<file path="config.mk">
export PLATFORM = sky130hd
export DESIGN_NAME = bsst_cell
export DESIGN_NICKNAME = d
export VERILOG_FILES = /design/src/rtl/core/bsst_pkg.sv /design/src/rtl/core/bsst_cell.sv
export SDC_FILE = /design/constraint.sdc
export NUM_CORES = 1
export LEC_CHECK = 0
export BUFFER_PORTS_ARGS = -buffer_cell sky130_fd_sc_hd__buf_2
export CAP_MARGIN = 5
export CORE_ASPECT_RATIO = 0.7
export CORE_MARGIN = 2
export CORE_UTILIZATION = 51
export CTS_CLUSTER_SIZE = 24
export DETAILED_ROUTE_END_ITERATION = 12
export PLACE_DENSITY = 0.84
export RECOVER_POWER = 50
export SYNTH_ARGS = -nofsm -noshare
export SYNTH_HDL_FRONTEND = slang
export SYNTH_SLANG_ARGS = --single-unit
</file>
<file path="constraint.sdc">
create_clock -name clk -period 6.1 [get_ports clk]
set_clock_uncertainty 0.2 [all_clocks]
set_input_delay 1.22 -clock clk [delete_from_list [all_inputs] [get_ports clk]]
set_output_delay 1.22 -clock clk [all_outputs]
set_load 0.005 [all_outputs]
</file>
<file path="src/rtl/core/bsst_pkg.sv">
// bsst_pkg: shared sizes, constants and types of the bounded set span tracker
// no dependencies; used by the interfaces, the cell and the top level
`timescale 1ns / 1ps

package bsst_pkg;

    localparam int CAPACITY = 64;
    localparam int IDX_W    = (CAPACITY > 1) ? $clog2(CAPACITY) : 1;
    localparam int CNT_W    = $clog2(CAPACITY + 1);
    localparam int VAL_W    = 32;
    localparam int CFG_W    = 7;
    localparam int HC_W     = 7;
    localparam int LIM_W    = (CNT_W > CFG_W) ? CNT_W : CFG_W;

    localparam logic [CFG_W-1:0] CAP_RESET = CFG_W'(64);
    localparam logic [VAL_W-1:0] SIGN_FLIP = {1'b1, {(VAL_W-1){1'b0}}};
    localparam logic [VAL_W-1:0] GAP_ONES  = {VAL_W{1'b1}};

    // broadcast from the control to every cell
    typedef struct packed {
        logic [VAL_W-1:0] value;
        logic [CNT_W-1:0] cnt_old;
        logic [CNT_W-1:0] cnt_new;
        logic             shift_phase;
        logic             shift_en;
    } bcast_t;

    // link from one cell to its right neighbor
    typedef struct packed {
        logic [VAL_W-1:0] value;
        logic             gt;
        logic             ins;
    } link_t;

    // per cell contribution to the span results, zero when not selected
    typedef struct packed {
        logic [VAL_W-1:0] gap_lo;
        logic             lo_hit;
        logic [VAL_W-1:0] gap_hi;
        logic             hi_hit;
        logic [VAL_W-1:0] last_val;
    } span_t;

endpackage

</file>
<file path="src/rtl/core/bsst_cell.sv">
// bsst_cell: one compare-and-shift cell of the sorted chain
// depends on bsst_pkg
`timescale 1ns / 1ps

module bsst_cell (
    input  logic                       clk,
    input  logic                       rst_n,
    input  logic [bsst_pkg::IDX_W-1:0] idx,
    input  bsst_pkg::bcast_t           bcast,
    input  bsst_pkg::link_t            left,
    output bsst_pkg::link_t            right,
    output bsst_pkg::span_t            span
);
    import bsst_pkg::*;

    logic [VAL_W-1:0] value_reg, value_next;
    logic             ins_reg, ins_next;
    logic             occ_old, occ_new, gt_own, at_end, take_new;
    logic             is_last, lo_sel, hi_sel;
    logic [VAL_W-1:0] diff;
    logic [CNT_W-1:0] idx_ext;

    assign idx_ext = CNT_W'(idx);
    assign occ_old = idx_ext < bcast.cnt_old;
    assign occ_new = idx_ext < bcast.cnt_new;
    assign at_end  = idx_ext == bcast.cnt_old;
    // sign flip makes unsigned compare follow signed order
    assign gt_own  = occ_old && ((value_reg ^ SIGN_FLIP) > (bcast.value ^ SIGN_FLIP));
    assign take_new = (gt_own || at_end) && !left.gt;

    always_comb
    begin
        value_next = value_reg;
        ins_next   = ins_reg;
        if (bcast.shift_phase)
        begin
            ins_next = bcast.shift_en && take_new;
            if (bcast.shift_en)
            begin
                if (left.gt)
                    value_next = left.value;
                else if (take_new)
                    value_next = bcast.value;
            end
        end
    end

    always_ff @(posedge clk)
    begin
        value_reg <= value_next;
    end

    always_ff @(posedge clk or negedge rst_n)
    begin
        if (!rst_n)
            ins_reg <= 1'b0;
        else
            ins_reg <= ins_next;
    end

    // gap to the left neighbor, read after the shift has settled
    assign diff    = value_reg - left.value;
    assign lo_sel  = ins_reg && (idx != '0);
    assign hi_sel  = left.ins && occ_new;
    assign is_last = idx_ext == (bcast.cnt_new - CNT_W'(1));

    assign right.value = value_reg;
    assign right.gt    = gt_own;
    assign right.ins   = ins_reg;

    assign span.gap_lo   = lo_sel ? diff : '0;
    assign span.lo_hit   = lo_sel;
    assign span.gap_hi   = hi_sel ? diff : '0;
    assign span.hi_hit   = hi_sel;
    assign span.last_val = is_last ? value_reg : '0;

endmodule

</file>
==> run summary, run 1 <==
Pleak - 3.54 nW
Max reg flops - 32
GR Overflow Total - 0
Failing checks - capacitance limit, slew limit
Most common cell after layout, fill and taps aside - buf_2
Sequential Power Share - 28.3%
CORE AREA - 0.0102 mm²
RSZ-0062 raised after global routing - false
Setup CP Type - in2out
Die X - 126 µm
Synthesis warning total - 0
Syn Inst Count - 738
Tmin final - 5390 ps
Top cell type by total area after synthesis - edfxtp_1
GRT Overall Usage - 28.0%
Worst Setup SP - idx[1]
RR Endpoint - value_reg[19]
Core Util, Final - 64.2%
Max rail drop VDD - 0.126 mV
Routability cong. - 0.951
Htree depth - 2
P&R area growth vs syn - 24.0%
Vias - 5,992
Mux share of post-synthesis cell area - 0.991%
CTS resizes - 0
Largest net degree at the start of global routing - 65
Total of max-cap violations - 2
Worst-case clock buffer depth - 2
Antenna Violating Nets Remaining - 0
Clock Sinks - 33
Clock share of power - 24.0%
Initial DRC Count - 589
Nature of the critical path startpoint - input pin
Slew @ Worst Pin - 2420 ps
Fraction of synthesized cell area in xor and xnor cells - 4.13%
Simple-Gate Fraction of Synth Area - 25.2%
Avg Cell Area, Syn - 7.19 µm²
Main combinational cell family by area after synthesis - simple AND/OR/NAND/NOR gates
DRT Pass-1 Iters - 5
Clock latency on the worst-skew pair - 270 ps
Post-CTS Setup Repair Bufs - 0
Internal power - 0.603 mW
Power per cell area - 150 mW/mm²
Slew Viols, Final - 98
CTS tree - done
Status - complete, but fails checks
Fin nets - 1,104
Layout cells sized above 1 - 23.6%
Global-route wire length before repair - 25.4 mm
Crit path capture - span[62]
Filler cells - 993
Comb pwr share - 47.7%
Post-route DRC violation count - 0
Post-synthesis sequential area ratio - 18.6%
Critical Path RT - 4680 ps
Routed length per placed instance - 15.7 µm
R2R setup slack - 1830 ps
Synth area leaders - edfxtp_1 (18%), ha_1 (18%), inv_1 (6.5%), o21ai_0 (5.7%), nor2_1 (5.4%)
R2R cell count - 9
Setup violators final - 0
Most frequent cells in the layout - buf_2 (203), inv_1 (92), nor2_1 (77), ha_1 (76), nand2_1 (71)
Worst setup EP type - primary output
Starting density of the core - 51.8%
Syn Std Cell Area - 0.00531 mm²
Relative slew slack - -61.6%
I/O Buffers - 221
Crit path max fanout - 27
Clk root buf - clkbuf_16
Fin. Hold Viols - 0
Initial antenna violation count - 0
Complex-gate fraction of the synthesized area - 23.3%
TNS Setup - 0 ps
Worst R2R Start - value_reg[29]
Worst path arrival time - 3970 ps
Area of the die - 0.0112 mm²
Total clock buffers created by CTS - 5
Post-CTS Hold Fix Bufs - 0
Post-synth EDFFs - 32
I/O pin count - 222
Switching share of power - 38.7%
Post-synth top flop - edfxtp_1
Row count - 31
Post-synthesis register bit count - 33
Synthesized Nets - 905
Die H - 89.3 µm
Synth Area in Adders - 18.3%
Yosys cell types - 62
Fin crit share - 88.4%
Clk slew on worst S/H paths - 60 ps
Net Sw Power - 0.381 mW
Antenna diodes - 0
Post-DP HPWL - 13.8 mm
Avg Vias per Cell - 5.61
Drt total wl - 16.8 mm
Max Clock Freq - 186 MHz
Top cell type's share of synthesized area - 18.1%
Post-synth ARST share - 3.03%
Worst Hold Class - reg2reg
Vias in the first global route - 5,010
==> cell type report <==
class                   count  area, µm²  share of cell area [%]
clock inverters             1       5.00                  0.0761
multi-input cells         578       3830                    58.3
inverters                  93        349                    5.31
clock buffers               5        125                    1.90
flip-flops and latches     33        986                    15.0
repair buffers            226       1110                    16.9
well taps                 132        165                    2.51
==> layer usage <==
layer | vias up | GRT usage, % | routed length (µm)
met3 | 19 | 5.27 | 1760
met5 | - | 0 | 0
met1 | 2687 | 41.7 | 7830
li1 | 2988 | - | -
met2 | 298 | 42.4 | 7010
met4 | 0 | 5.29 | 191
==> synth_stat cells (3+ instances only) <==
cell type / number
buf_4: 4
a31oi_1: 5
a21o_1: 15
inv_1: 92
clkbuf_1: 20
nand3_1: 13
and3_1: 10
buf_1: 3
o2111ai_1: 4
edfxtp_1: 32
ha_1: 76
or3_1: 8
nand2b_1: 5
o21ai_0: 60
xor2_1: 7
nand4_1: 16
o211ai_1: 8
a211oi_1: 6
a221oi_1: 4
mux2i_1: 3
o211a_1: 3
and2_1: 38
a21oi_1: 47
o21ai_1: 5
nor3b_1: 5
nor3_1: 20
nand2_1: 71
nor2b_1: 6
o21a_1: 11
buf_2: 7
o21bai_1: 3
nor4_1: 3
o31ai_1: 3
xnor2_1: 18
nor2_1: 77
==> worst min path at each step <==
stage            start  endpoint  slack (ps)  depth (start not counted)
3_3_place_gp   ins_reg   ins_reg         360                          1
4_1_cts        ins_reg   ins_reg         400                          1
2_1_floorplan  ins_reg   ins_reg         310                          1
3_5_place_dp   ins_reg   ins_reg         370                          1
6_report       ins_reg   ins_reg         400                          1
5_1_grt        ins_reg   ins_reg         400                          1
==> kinds of logic (layout without fill, tap and decap cells) <==
kind of cell / Yosys count / after routing
AO/OA/AOI/OAI: 194 / 194
XOR/XNOR: 25 / 25
adder cells (fa/ha/maj): 77 / 77
buffers and inverters: 127 / 325
flip-flops: 33 / 33
multiplexers: 5 / 5
AND/OR/NAND/NOR: 277 / 277
==> worst max-delay path: stages <==
cell	delay (ps)
buf_2	130
ha_1	270
nor2b_1	120
o21a_1	130
o211ai_1	90
nand4_1	280
and2_1	810
inv_1	470
nand3_1	170
o311ai_1	110
buf_2	170
==> power by group through the flow <==
stage	logic, mW	clock network [mW]	registers (mW)
floorplan	0.297	0	0.278
global placement	0.454	0	0.282
detailed placement	0.461	0	0.282
CTS	0.463	0.238	0.277
global route	0.522	0.249	0.280
finish	0.469	0.236	0.278
==> stage by stage <==
| step | instances | hold WS [ps] | cell area [µm²] | power (mW) | setup slack, ps |
|---|---|---|---|---|---|
| after floorplan | 738 | 308 | 5310 | 0.575 | 1530 |
| final | 1068 | 395 | 6580 | 0.984 | 711 |
| after detailed placement | 1062 | 370 | 6480 | 0.742 | 721 |
| after global routing | 1068 | 401 | 6580 | 1.05 | 451 |
| after CTS | 1068 | 397 | 6610 | 0.978 | 716 |
| after global placement | 1062 | 363 | 6480 | 0.735 | 770 |
Note: power is estimated with default switching activity, not from simulation.
==> run 2: changes to the inputs <==
--- a/config.mk
+++ b/config.mk
@@ -10,8 +10,10 @@
 export CORE_ASPECT_RATIO = 0.7
 export CORE_MARGIN = 2
 export CORE_UTILIZATION = 51
+export CTS_BUF_LIST = sky130_fd_sc_hd__clkbuf_8
 export CTS_CLUSTER_SIZE = 24
 export DETAILED_ROUTE_END_ITERATION = 12
+export GPL_ROUTABILITY_DRIVEN = 1
 export PLACE_DENSITY = 0.84
 export RECOVER_POWER = 50
 export SYNTH_ARGS = -nofsm -noshare
==> run summary, run 2 (synthesized netlist as in run 1, its figures left out) <==
Worst setup EP type - primary output
Hold Worst Slack - 399 ps
Clock share of power - 17.6%
Top sig layer - met4
Avg Vias per Cell - 5.57
Power per cell area - 139 mW/mm²
TNS Setup - 0 ps
Most frequent cells in the layout - buf_2 (203), inv_1 (92), nor2_1 (77), ha_1 (76), nand2_1 (71)
Fin. Hold Viols - 0
GR Overflow Total - 0
Met3 routed WL - 1.65 mm
Vias in the first global route - 4,989
Antenna diodes - 0
Post-DP HPWL - 13.8 mm
Post-CTS Hold Fix Bufs - 0
I/O pin count - 222
Crit path max fanout - 27
Comb pwr share - 51.7%
Buf+Inv Stages, Crit Path - 3
Critical Path RT - 4680 ps
Largest stage delay on the critical path - 820 ps
Vias - 5,953
Routed length per placed instance - 15.7 µm
Fin area - 0.00652 mm²
Failing checks - capacitance limit, slew limit
Status - complete, but fails checks
Area of the die - 0.0112 mm²
Die H - 89.3 µm
Post-place setup slack - 721 ps
Pleak - 3.51 nW
Post-CTS Setup Repair Bufs - 0
Routability cong. - 0.951
Core Util, Final - 63.7%
Max rail drop VDD - 0.0771 mV
Relative slew slack - -63.5%
CTS tree - done
Slew @ Worst Pin - 2450 ps
Fin nets - 1,104
Worst path arrival time - 3950 ps
Drt total wl - 16.8 mm
Final worst slack - 726 ps
Most frequent CP cell - buf_2
Filler cells - 1,006
Sequential Power Share - 30.7%
Net Sw Power - 0.374 mW
Total clock buffers created by CTS - 5
Clk root buf - clkbuf_8
Initial antenna violation count - 0
CORE AREA - 0.0102 mm²
Total of max-cap violations - 2
I/O Buffers - 221
P&R area growth vs syn - 22.9%
Tot Pwr - 0.905 mW
Placed cell area - 0.00648 mm²
Global-route wire length before repair - 25.4 mm
Non-filler cells, final - 1,068
Worst path cell trace - buf_2, ha_1, nor2b_1, o21a_1, o211ai_1, nand4_1, and2_1, inv_1, nand3_1, o311ai_1, buf_2
Most common cell after layout, fill and taps aside - buf_2
CP top delay family - simple AND/OR/NAND/NOR gates
Nature of the critical path startpoint - input pin
GRT Overall Usage - 28.0%
Antenna Violating Nets Remaining - 0
Setup violators final - 0
Largest net degree at the start of global routing - 65
Slew Viols, Final - 98
CTS resizes - 0
Initial DRC Count - 584
Internal power - 0.532 mW
Max Clock Freq - 186 MHz
Worst Hold Class - reg2reg
Layout cells sized above 1 - 23.6%
Clock Sinks - 33
Row count - 31
Placed cell count - 1,062
RSZ-0062 raised after global routing - false
Die X - 126 µm
Post-route DRC violation count - 0
Fin crit share - 88.1%
Clock latency on the worst-skew pair - 290 ps
Max stage delay cell, worst path - and2_1
Metal-1 WL - 7.91 mm
Setup CP Type - in2out
Tmin final - 5370 ps
Max reg flops - 32
Clk slew on worst S/H paths - 70 ps
Htree depth - 2
Starting density of the core - 51.8%
DRT Pass-1 Iters - 6
Switching share of power - 41.3%
WL met2 - 7.06 mm
Worst-case clock buffer depth - 2
## run 2: cell counts in the layout (fill, tap and decap cells not counted)
No cell type changed its count.
## run 2: cell type report
type | count | area [µm²] | share of cell area [%]
Clock buffer | 5 | 68.8 | 1.06
Timing Repair Buffer | 226 | 1110 | 17.1
Tap cell | 132 | 165 | 2.53
Multi-Input combinational cell | 578 | 3830 | 58.8
Sequential cell | 33 | 986 | 15.1
Inverter | 93 | 349 | 5.35
Clock inverter | 1 | 5.00 | 0.0768
## run 2: worst paths after layout
check	from	end	slack, ps	cells past startpoint
max	idx[1]	span[62]	730	11
min	ins_reg	ins_reg	400	1
max reg2reg	value_reg[29]	value_reg[19]	1850	9
min reg2reg	ins_reg	ins_reg	400	1
max in group asynchronous	rst_n	ins_reg	5130	1
min in group asynchronous	rst_n	ins_reg	490	1
## run 2: power groups by stage
stage	logic, mW	registers, mW	clock network [mW]
5_1_grt	0.522	0.279	0.169
4_1_cts	0.463	0.277	0.160
3_3_place_gp	0.454	0.282	0
3_5_place_dp	0.461	0.282	0
6_report	0.468	0.278	0.159
2_1_floorplan	0.297	0.278	0
## run 2: worst register-to-register path, stage by stage, from the launching register on
cell and delay (ps):
edfxtp_1 480, ha_1 340, nand4_1 150, nor3_1 300, inv_1 90, nor3_1 330
o31ai_1 170, a21oi_1 210, o311a_1 190, clkbuf_1 1370
## run 2: metal layers
layer	global-route usage (%)	vias up
li1	-	2989
met1	42.2	2657
met2	42.7	292
met3	4.37	15
met4	4.80	0
met5	0	-
